**src/rtl/tti_pkg.sv**
```systemverilog
// ----------------------------------------------------------------------------
// Text to integer parser package
// Shared types, parse phase codes and character constants.
// ----------------------------------------------------------------------------
package tti_pkg;

  // Parse phase codes.
  localparam logic [2:0] PH_WS     = 3'd0;
  localparam logic [2:0] PH_PREFIX = 3'd1;
  localparam logic [2:0] PH_ZERO   = 3'd2;
  localparam logic [2:0] PH_DIGITS = 3'd3;
  localparam logic [2:0] PH_DONE   = 3'd4;

  // Character codes the parser looks for.
  localparam logic [7:0] CH_SPACE = 8'h20;
  localparam logic [7:0] CH_TAB   = 8'h09;
  localparam logic [7:0] CH_CR    = 8'h0D;
  localparam logic [7:0] CH_MINUS = 8'h2D;
  localparam logic [7:0] CH_PLUS  = 8'h2B;
  localparam logic [7:0] CH_ZERO  = 8'h30;
  localparam logic [7:0] CH_NINE  = 8'h39;
  localparam logic [7:0] CH_LO_A  = 8'h61;
  localparam logic [7:0] CH_LO_F  = 8'h66;
  localparam logic [7:0] CH_UP_A  = 8'h41;
  localparam logic [7:0] CH_UP_F  = 8'h46;
  localparam logic [7:0] CH_LO_X  = 8'h78;
  localparam logic [7:0] CH_UP_X  = 8'h58;

  // Digit code for a character that is no digit at all.
  localparam logic [4:0] DIGIT_NONE = 5'd31;

  localparam logic [4:0] BASE_AUTO = 5'd0;
  localparam logic [4:0] BASE_OCT  = 5'd8;
  localparam logic [4:0] BASE_DEC  = 5'd10;
  localparam logic [4:0] BASE_HEX  = 5'd16;

  // Parser state carried from one character to the next.
  typedef struct packed {
    logic [2:0]  phase;
    logic [63:0] acc;
    logic        neg;
    logic [4:0]  base;
    logic [15:0] count;
  } tti_state_t;

  localparam tti_state_t STATE_CLEAR = '{
    phase: PH_WS, acc: 64'd0, neg: 1'b0, base: 5'd0, count: 16'd0
  };

  // Result of one parser step.
  typedef struct packed {
    logic        valid;
    logic [63:0] value;
    logic [15:0] offset;
  } tti_result_t;

endpackage

```
**src/rtl/tti_ifs.sv**
```systemverilog
// ----------------------------------------------------------------------------
// Text to integer parser channels
// Valid/ready channels for characters in and parsed integers out.
// ----------------------------------------------------------------------------
interface tti_in_if;
  logic       valid;
  logic       ready;
  logic [7:0] char_code;
  logic       string_start;

  modport source (output valid, output char_code, output string_start, input ready);
  modport sink   (input valid, input char_code, input string_start, output ready);
endinterface

interface tti_out_if;
  logic               valid;
  logic               ready;
  logic signed [63:0] parsed_value;
  logic        [15:0] end_offset;

  modport source (output valid, output parsed_value, output end_offset, input ready);
  modport sink   (input valid, input parsed_value, input end_offset, output ready);
endinterface

```
**src/rtl/tti_step.sv**
```systemverilog
// ----------------------------------------------------------------------------
// Text to integer parser step
// Combinational next state and result for one character.
// ----------------------------------------------------------------------------
module tti_step
  import tti_pkg::*;
(
  input  tti_state_t  cur_state,
  input  logic [7:0]  char_code,
  input  logic        string_start,
  input  logic [4:0]  cfg_base,
  input  logic [15:0] count_limit,
  output tti_state_t  nxt_state,
  output tti_result_t result
);

  logic       is_space;
  logic [4:0] digit;

  // Character classification.
  always_comb begin
    is_space = (char_code == CH_SPACE) ||
               ((char_code >= CH_TAB) && (char_code <= CH_CR));
    if ((char_code >= CH_ZERO) && (char_code <= CH_NINE)) begin
      digit = 5'(char_code - CH_ZERO);
    end else if ((char_code >= CH_LO_A) && (char_code <= CH_LO_F)) begin
      digit = 5'(char_code - CH_LO_A + 8'd10);
    end else if ((char_code >= CH_UP_A) && (char_code <= CH_UP_F)) begin
      digit = 5'(char_code - CH_UP_A + 8'd10);
    end else begin
      digit = DIGIT_NONE;
    end
  end

  // Walk through the phases; a phase that does not take the character
  // hands it on to the next one in the same cycle.
  always_comb begin
    tti_state_t st;
    logic [2:0] ph;
    logic       done;
    logic       bump;

    st   = string_start ? STATE_CLEAR : cur_state;
    ph   = st.phase;
    done = 1'b0;
    bump = 1'b0;
    result = '{valid: 1'b0, value: 64'd0, offset: 16'd0};

    if (ph == PH_WS) begin
      if (is_space) begin
        bump = 1'b1;
        done = 1'b1;
      end else if ((char_code == CH_MINUS) || (char_code == CH_PLUS)) begin
        st.neg   = (char_code == CH_MINUS);
        st.phase = PH_PREFIX;
        bump     = 1'b1;
        done     = 1'b1;
      end else begin
        ph = PH_PREFIX;
      end
    end

    if (!done && (ph == PH_PREFIX)) begin
      if ((char_code == CH_ZERO) && ((cfg_base == BASE_AUTO) || (cfg_base == BASE_HEX))) begin
        st.acc   = 64'd0;
        st.base  = (cfg_base == BASE_AUTO) ? BASE_OCT : BASE_HEX;
        st.phase = PH_ZERO;
        bump     = 1'b1;
        done     = 1'b1;
      end else begin
        st.base = (cfg_base == BASE_AUTO) ? BASE_DEC : cfg_base;
        ph      = PH_DIGITS;
      end
    end

    if (!done && (ph == PH_ZERO)) begin
      if ((char_code == CH_LO_X) || (char_code == CH_UP_X)) begin
        st.base  = BASE_HEX;
        st.phase = PH_DIGITS;
        bump     = 1'b1;
        done     = 1'b1;
      end else begin
        ph = PH_DIGITS;
      end
    end

    if (!done && (ph == PH_DIGITS)) begin
      if (digit < st.base) begin
        st.acc   = (st.acc * {59'd0, st.base}) + {59'd0, digit};
        st.phase = PH_DIGITS;
        bump     = 1'b1;
      end else begin
        result.valid  = 1'b1;
        result.value  = st.neg ? (64'd0 - st.acc) : st.acc;
        result.offset = st.count;
        st.phase      = PH_DONE;
      end
    end

    // Consumed character count saturates at the limit.
    if (bump && (st.count < count_limit)) begin
      st.count = st.count + 16'd1;
    end

    nxt_state = st;
  end

endmodule

```
**src/rtl/text_to_integer_parser.sv**
```systemverilog
// ----------------------------------------------------------------------------
// Text to integer parser
// Streaming signed integer parser, one character per transaction.
// Each result is computed from the character in the input register and registered.
// Throughput: one character per cycle unless a result waits; the single step
// loop over the parser state (classify, 64 by 5 bit multiply, add) sets it.
// Reset: synchronous active-low rst_n empties both stages, sets base to auto
// and puts the parser in the whitespace phase.
// ----------------------------------------------------------------------------
module text_to_integer_parser
  import tti_pkg::*;
#(
  parameter int unsigned MAX_OFFSET = 32'd65535
) (
  input  logic       clk,
  input  logic       rst_n,
  input  logic       cfg_wr_en,
  input  logic [4:0] cfg_wr_data,
  tti_in_if.sink     in_ch,
  tti_out_if.source  out_ch
);

  localparam logic [15:0] COUNT_LIMIT =
    (MAX_OFFSET > 32'd65535) ? 16'hFFFF : MAX_OFFSET[15:0];

  logic [4:0]  cfg_base_r;
  logic        s1_valid_r;
  logic [7:0]  s1_char_r;
  logic        s1_start_r;
  tti_state_t  state_r;
  tti_state_t  state_nxt;
  tti_result_t step_res;
  logic        out_valid_r;
  logic [63:0] out_value_r;
  logic [15:0] out_offset_r;
  logic        advance;

  // Base register.
  always_ff @(posedge clk) begin
    if (!rst_n) begin
      cfg_base_r <= BASE_AUTO;
    end else if (cfg_wr_en) begin
      cfg_base_r <= cfg_wr_data;
    end
  end

  tti_step u_step (
    .cur_state    (state_r),
    .char_code    (s1_char_r),
    .string_start (s1_start_r),
    .cfg_base     (cfg_base_r),
    .count_limit  (COUNT_LIMIT),
    .nxt_state    (state_nxt),
    .result       (step_res)
  );

  // The held character moves on unless it makes a result that has no room.
  assign advance     = s1_valid_r && (!step_res.valid || !out_valid_r || out_ch.ready);
  assign in_ch.ready = !s1_valid_r || advance;

  // Input register.
  always_ff @(posedge clk) begin
    if (!rst_n) begin
      s1_valid_r <= 1'b0;
    end else if (in_ch.ready) begin
      s1_valid_r <= in_ch.valid;
    end
  end

  always_ff @(posedge clk) begin
    if (in_ch.ready && in_ch.valid) begin
      s1_char_r  <= in_ch.char_code;
      s1_start_r <= in_ch.string_start;
    end
  end

  // Parser state.
  always_ff @(posedge clk) begin
    if (!rst_n) begin
      state_r <= STATE_CLEAR;
    end else if (advance) begin
      state_r <= state_nxt;
    end
  end

  // Result register.
  always_ff @(posedge clk) begin
    if (!rst_n) begin
      out_valid_r <= 1'b0;
    end else if (advance && step_res.valid) begin
      out_valid_r <= 1'b1;
    end else if (out_ch.ready) begin
      out_valid_r <= 1'b0;
    end
  end

  always_ff @(posedge clk) begin
    if (advance && step_res.valid) begin
      out_value_r  <= step_res.value;
      out_offset_r <= step_res.offset;
    end
  end

  assign out_ch.valid        = out_valid_r;
  assign out_ch.parsed_value = out_value_r;
  assign out_ch.end_offset   = out_offset_r;

endmodule
```
**src/flat_wrapper.sv**
```systemverilog
// flat-port wrapper written by rule: the top's interface ports become plain ports
module text_to_integer_parser_flat import tti_pkg::*;
#(
  parameter int unsigned MAX_OFFSET = 32'd65535
)
  (clk, rst_n, cfg_wr_en, cfg_wr_data, in_ch_valid, in_ch_char_code, in_ch_string_start, in_ch_ready, out_ch_valid, out_ch_parsed_value, out_ch_end_offset, out_ch_ready);
  tti_in_if in_ch_i ();
  tti_out_if out_ch_i ();
  input  logic clk;
  input  logic rst_n;
  input  logic cfg_wr_en;
  input  logic [4:0] cfg_wr_data;
  input wire logic [$bits(in_ch_i.valid)-1:0] in_ch_valid;
  input wire logic [$bits(in_ch_i.char_code)-1:0] in_ch_char_code;
  input wire logic [$bits(in_ch_i.string_start)-1:0] in_ch_string_start;
  output wire logic [$bits(in_ch_i.ready)-1:0] in_ch_ready;
  output wire logic [$bits(out_ch_i.valid)-1:0] out_ch_valid;
  output wire logic [$bits(out_ch_i.parsed_value)-1:0] out_ch_parsed_value;
  output wire logic [$bits(out_ch_i.end_offset)-1:0] out_ch_end_offset;
  input wire logic [$bits(out_ch_i.ready)-1:0] out_ch_ready;
  assign in_ch_i.valid = in_ch_valid;
  assign in_ch_i.char_code = in_ch_char_code;
  assign in_ch_i.string_start = in_ch_string_start;
  assign in_ch_ready = in_ch_i.ready;
  assign out_ch_valid = out_ch_i.valid;
  assign out_ch_parsed_value = out_ch_i.parsed_value;
  assign out_ch_end_offset = out_ch_i.end_offset;
  assign out_ch_i.ready = out_ch_ready;
  text_to_integer_parser #(.MAX_OFFSET(MAX_OFFSET)) u_core (.clk(clk), .rst_n(rst_n), .cfg_wr_en(cfg_wr_en), .cfg_wr_data(cfg_wr_data), .in_ch(in_ch_i), .out_ch(out_ch_i));
endmodule
```
**config.mk**
```make
export PLATFORM = sky130hd
export DESIGN_NAME = text_to_integer_parser_flat
export DESIGN_NICKNAME = d
export VERILOG_FILES = /design/src/rtl/tti_pkg.sv /design/src/rtl/tti_ifs.sv /design/src/rtl/tti_step.sv /design/src/rtl/text_to_integer_parser.sv /design/src/flat_wrapper.sv
export SDC_FILE = /design/constraint.sdc
export NUM_CORES = 1
export LEC_CHECK = 0
export BUFFER_PORTS_ARGS = -buffer_cell sky130_fd_sc_hd__buf_2
export CELL_PAD_IN_SITES_DETAIL_PLACEMENT = 1
export CELL_PAD_IN_SITES_GLOBAL_PLACEMENT = 1
export CORE_MARGIN = 2
export CORE_UTILIZATION = 44
export CTS_CLUSTER_SIZE = 16
export DETAILED_ROUTE_END_ITERATION = 7
export PLACE_DENSITY = 0.8
export SYNTH_ARGS = -nofsm -noshare
export SYNTH_HDL_FRONTEND = slang
export SYNTH_SLANG_ARGS = --single-unit
```
**constraint.sdc**
```tcl
create_clock -name clk -period 7.4 [get_ports clk]
set_input_delay 0.37 -clock clk [delete_from_list [all_inputs] [get_ports clk]]
set_output_delay 0.37 -clock clk [all_outputs]
set_load 0.02 [all_outputs]
```
==> metrics.md, run 1 <==
| Metric | Value |
|---|---|
| Status | finished clean |
| Root Buffer | clkbuf_16 |
| Most common library cell in the layout ignoring fill and taps | nor2_1 |
| Crit end category | flip-flop |
| Register area share after synthesis | 0.227 |
| Slowest stage delay, CP | 600 ps |
| Num CTS Buffers | 17 |
| NumNets Final | 2939 |
| DR vias/cell | 5.86 |
| Power, Total | 2510 µW |
| GRT overflow | 0 |
| CP top delay family | adder cells |
| First-pass GRT wire length | 111 mm |
| Lkg Pwr | 0.0103 µW |
| Vias in the first global route | 20262 |
| Die Width | 219 µm |
| Worst EP arrival | 7550 ps |
| Initial Util | 0.446 |
| Setup Skew | 18.1 ps |
| Pwr dens | 111 nW/µm² |
| Most frequent cells in the layout | nor2_1, inv_1, fa_1 |
| Syn_nets | 2853 |
| FMAX | 140 MHz |
| Detailed Route WL | 69.5 mm |
| Slew Viols, Final | 0 |
| Clock Sink Count | 185 |
| Syn Area/Cell | 8.06 µm² |
| Yosys warning count | 0 |
| Antenna viol nets, final | 0 |
| WL per Instance | 21.6 µm |
| DIE HEIGHT | 219 µm |
| Vias | 18835 |
| Overall Global Routing Usage | 0.295 |
| Max Fanout on Critical Path | 15 |
| Synthesized area | 20300 µm² |
| Hold Vio Cnt, Final | 0 |
| Port Buf Inserts | 100 |
| Final number of setup-violating endpoints | 0 |
| Hold/Removal Path Class | primary input to flip-flop |
| Post-DP HPWL | 53.0 mm |
| Die area | 47800 µm² |
| Distinct cell type count after synthesis | 85 |
| Layout cell share with drive strength beyond 1 | 0.118 |
| Clock latency on the worst-skew pair | 510 ps |
| # DRC | 0 |
| Worst-Margin Slew | 1020 ps |
| Core Region | 45500 µm² |
| Initial antenna violation count | 1 |
| VDD IR max | 0.216 mV |
| Final Util | 0.500 |
| MaxCap Viol Count | 0 |
| Tcrit/Tclk final | 0.963 |
| #FFs+latches synth | 185 |
| CTS tree | done |
| Cell at the slowest stage of the critical path | fa_1 |
| WP buf/inv | 7 |
| Setup repair after global routing missed its margin | true |
| Antenna fix cells | 0 |
| Asr flop ratio synth | 0 |
| Ports | 101 |
| Top FF cell, synth | dfxtp_1 |
| Row count | 78 |
| Area Overhead vs Synth | 12.0% |
| Critical Path RT | 7820 ps |
| Clock buffer depth | 2 |
| Worst-path clk slew | 70 ps |
| Final min period | 7130 ps |
| Post-synth EDFFs | 89 |
| Hold_buf cts | 0 |
| CP startpoint kind | flip-flop |
| Drt initial violations | 1300 |
| Largest net degree at the start of global routing | 73 |
| RePlAce Congestion | 0.911 |
| Synth Instances | 2516 |
| Drt pass-1 iters | 5 |
| WS Path Type | flip-flop to flip-flop |
| Max-slew headroom | 0.313 |
| H-tree depth | 4 |
[synth_stat cells (35+ instances only)]
cell      instances  area [µm²]
ha_1            135        1690
and2_1           35         219
clkbuf_1        112         420
inv_1           312        1170
a21oi_1         133         666
edfxtp_1         89        2670
nor3_1           45         225
a22oi_1          63         473
o21ai_0         103         515
nor2_1          492        1850
xor2_1           46         403
dfxtp_1          96        1920
nand3_1          46         230
nand2_1         146         548
a21o_1           58         435
fa_1            183        3660
xnor2_1          44         385
[layout make-up]
class	count	area, µm²
Fill cell	5526	22800
Tap cell	600	751
Timing Repair Buffer	205	1420
Clock inverter	12	106
Inverter	314	1180
Clock buffer	20	437
Sequential cell	185	4590
Multi-Input combinational cell	1879	14200
[layer usage]
| layer | routed length, µm | track usage | vias up |
|---|---|---|---|
| li1 | - | - | 8639 |
| met1 | 30800 | 0.389 | 9495 |
| met2 | 33100 | 0.496 | 575 |
| met3 | 3460 | 0.0422 | 126 |
| met4 | 2040 | 0.101 | 0 |
| met5 | 0 | 0 | - |
[state kept, by name, summed over array words and instances (netlist names)]
name / cells
u_core.cfg_base_r: 5
u_core.out_ch.end_offset: 16
u_core.out_ch.parsed_value: 64
u_core.out_ch.valid: 1
u_core.s1_char_r: 8
u_core.s1_start_r: 1
u_core.s1_valid_r: 1
u_core.state_r: 89
[path summary, 6_finish.rpt]
check,start,endpoint,slack (ps),depth (start not counted)
setup reg to reg,u_core.s1_char_r[0],u_core.state_r[79],270,28
setup / recovery,u_core.s1_char_r[0],u_core.state_r[79],270,28
hold / removal,in_ch_char_code[5],u_core.s1_char_r[5],50,1
hold reg to reg,u_core.state_r[11],u_core.state_r[11],490,1
[metrics by stage]
| step | cell area (µm²) | hold WS [ps] | std cells | worst slack (ps) | setup TNS (ps) |
|---|---|---|---|---|---|
| finish | 22700 | 50.4 | 3215 | 273 | 0 |
| global route | 22700 | 40.0 | 3215 | -95.8 | -316 |
| CTS | 22500 | 19.2 | 3206 | 18.2 | 0 |
| detailed placement | 21900 | 479 | 3174 | -104 | -299 |
| global placement | 21900 | 457 | 3174 | 134 | 0 |
| floorplan | 20300 | 428 | 2516 | 28.4 | 0 |
[cells by family after synthesis]
logic type	share of synthesized area
simple gates	0.202
compound gates	0.177
buf+inv	0.0844
fa+ha+maj	0.264
flops	0.227
xor+xnor	0.0400
mux	0.00611
[power breakdown]
part	internal (µW)	total, µW	leakage (µW)	switching (µW)
registers	1120	1140	0.00161	24.2
logic	115	450	0.00847	335
clock network	441	919	0.000257	479
[repair_timing]
action                                 in CTS  in global routing
cloned                                      0                  1
setup buffers                               0                  8
gates resized for setup                     7                 41
setup endpoints to repair                   5                 31
endpoints found under the hold margin       0                  0
pin swaps                                   0                  6
Note: power is estimated with default switching activity, not from simulation.
==> inputs of run 2 (changes only) <==
MAX_ROUTING_LAYER = met4   (was unset)
==> run 2 against run 1 <==
  * Clock skew is 2.2 ps higher
  * Via count down 0.31%
  * Non-clock buffer count increased by 8
  * Combinational power increased by 3%
  * Global-route usage is 0.94 points higher
  * Worst setup slack improved by 19 ps
  * Final area up 0.67%
  * Largest cell class unchanged
==> metrics.md, run 2 (synthesis gave the netlist of run 1 again) <==
| Metric | Value |
|---|---|
| Cell at the slowest stage of the critical path | fa_1 |
| CP top delay family | compound AO/OA/AOI/OAI gates |
| RePlAce Congestion | 0.969 (+6.4%) |
| Vias | 18776 (-0.31%) |
| DR vias/cell | 5.82 (-0.59%) |
| Placement Setup Slack | -427 ps (-323 ps) |
| Comb power frac | 0.180 (about the same) |
| Crit end category | flip-flop |
| GRT overflow | 0 (unchanged) |
| WP buf/inv | 5 (-2) |
| CP startpoint kind | flip-flop |
| DIE HEIGHT | 219 µm (unchanged) |
| # DRC | 0 (unchanged) |
| Inst Count DP | 3183 (+0.28%) |
| Worst-Margin Slew | 1000 ps (-22.6 ps) |
| Clock Power Share | 0.377 (+0.011) |
| Overall Global Routing Usage | 0.305 (+0.00936) |
| Num CTS Buffers | 17 (unchanged) |
| H-tree depth | 4 (unchanged) |
| Antenna viol nets, final | 0 (unchanged) |
| Final min period | 7110 ps (-18.8 ps) |
| Ports | 101 (unchanged) |
| Critical Path RT | 7810 ps (about the same) |
| Final number of setup-violating endpoints | 0 (unchanged) |
| Sw Share | 0.343 (+0.00942) |
| Largest Register | u_core.state_r |
| Filler Cell Count | 5549 (+0.42%) |
| R2r setup slk | 290 ps (+20 ps) |
| WS Path Type | flip-flop to flip-flop |
| Post-route insts no fill | 3224 (+0.28%) |
| First-pass GRT wire length | 110 mm (-0.46%) |
| Clock buffer depth | 2 (unchanged) |
| Drt pass-1 iters | 5 (unchanged) |
| Hold/Removal Path Class | primary input to flip-flop |
| R2R Path Start | u_core.s1_char_r[0] |
| Worst r2r dst | u_core.state_r[82] |
| Setup Skew | 20.4 ps (+2.24 ps) |
| Setup repair after global routing missed its margin | true |
| Initial antenna violation count | 0 (-1) |
| Detailed Route WL | 69.6 mm (+0.13%) |
| Antenna fix cells | 0 (unchanged) |
| Row count | 78 (unchanged) |
| Switching power | 884 µW (+5.5%) |
| Die Width | 219 µm (unchanged) |
| WL per Instance | 21.6 µm (-0.15%) |
| Worst path most repeated cell | a21o_1 |
| Most common library cell in the layout ignoring fill and taps | nor2_1 |
| MaxCap Viol Count | 0 (unchanged) |
| Most frequent cells in the layout | nor2_1, inv_1, fa_1 |
| Max reg flops | 89 (unchanged) |
| Tcrit/Tclk final | 0.961 (-0.00254) |
| Slew Viols, Final | 0 (unchanged) |
| Worst-path clk slew | 90 ps (+20 ps) |
| Worst Setup SP | u_core.s1_char_r[0] |
| Worst EP arrival | 7520 ps (-30 ps) |
| Vias in the first global route | 19880 (-1.9%) |
| Largest net degree at the start of global routing | 73 (unchanged) |
| Internal | 1690 µW (+1.2%) |
| Pwr dens | 113 nW/µm² (+1.9%) |
| NumNets Final | 2948 (+0.31%) |
| Root Buffer | clkbuf_16 |
| Port Buf Inserts | 100 (unchanged) |
| FMAX | 141 MHz (+0.26%) |
| Clock Sink Count | 185 (unchanged) |
| Lkg Pwr | 0.0105 µW (+1.2%) |
| Post-DP HPWL | 53.5 mm (+0.88%) |
| Hold Vio Cnt, Final | 0 (unchanged) |
| Final Util | 0.503 (+0.00333) |
| Status | finished clean |
| VDD IR max | 0.167 mV (-23%) |
| Core Region | 45500 µm² (unchanged) |
| Slowest stage delay, CP | 570 ps (-30 ps) |
| Drt initial violations | 1176 (-9.5%) |
| Max Fanout on Critical Path | 16 (+1) |
| CTS tree | done |
| Layout cell share with drive strength beyond 1 | 0.122 (+0.00379) |
| Max-slew headroom | 0.328 (+0.0152) |
| Sequential share of power | 0.443 (-0.012) |
| Final worst slack | 292 ps (+18.8 ps) |
| Reg2reg path depth | 26 (-7.1%) |
| Critical Path End | u_core.state_r[82] |
| Die area | 47800 µm² (unchanged) |
| Sum of negative setup slack | 0 ps (unchanged) |
| Initial Util | 0.446 (unchanged) |
| Area Overhead vs Synth | 12.8% |
| Clock latency on the worst-skew pair | 520 ps (about the same) |
| Worst path depth | 26 (-7.1%) |
## run 2: cell type report
class	instances	area, µm²	area share
Clock buffer	17	425	0.0186
Clock inverter	15	180	0.00788
Sequential cell	185	4590	0.201
Timing Repair Buffer	213	1470	0.0641
Tap cell	600	751	0.0328
Inverter	314	1180	0.0518
Multi-Input combinational cell	1880	14300	0.624
## run 2: per-layer routing
metal	track usage	vias up	share of wire
met4	0.0995	0	0.029
met1	0.387	9522	0.44
met2	0.503	492	0.48
li1	-	8635	-
met5	-	-	0
met3	0.0394	127	0.049
## run 2: worst min-delay path by stage
stage                             from                  to  slack [ps]  cells after the start
global route        in_ch_string_start   u_core.s1_start_r          20                      1
detailed placement   u_core.state_r[8]   u_core.state_r[8]         470                      2
finish              in_ch_string_start   u_core.s1_start_r          30                      1
CTS                 in_ch_string_start   u_core.s1_start_r          10                      1
global placement     u_core.state_r[8]   u_core.state_r[8]         460                      2
floorplan           u_core.state_r[11]  u_core.state_r[11]         430                      1
## run 2: through the flow
step	area [µm²]	hold WS, ps	total power, µW
after floorplan	20300	428	1410
after global placement	21900	456	1590
after detailed placement	21900	471	1600
after CTS	22600	11.1	2570
after global routing	22900	16.9	2660
final	22900	29.2	2580
## run 2: power by group through the flow
stage / Combinational [µW] / Clock, µW / Sequential (µW)
2_1_floorplan: 212 / 0 / 1200
3_3_place_gp: 430 / 0 / 1160
3_5_place_dp: 441 / 0 / 1160
4_1_cts: 443 / 987 / 1140
5_1_grt: 494 / 1020 / 1140
6_report: 464 / 973 / 1140
## run 2: worst reg2reg max path: stages, from the launching register on
cell	delay, ps
edfxtp_1	440
inv_1	120
ha_1	250
mux2_2	270
o211a_1	280
or2_1	280
a221o_4	490
nand2_8	160
buf_4	270
buf_4	250
nor2_1	100
fa_1	520
inv_1	60
fa_1	520
fa_1	570
inv_1	50
ha_1	410
a21o_1	230
a21oi_1	210
o211ai_1	190
a21o_1	230
a21o_1	180
a21oi_1	200
and2_1	160
o21ai_0	110
a21o_1	210
a32o_1	240
## run 2: timing repair
action                     CTS  global route
resized for setup            4            52
gates cloned                 0             2
buffers inserted             2             5
hold buffers                 0             0
pin swaps                    1            10
setup endpoints to repair   15            20
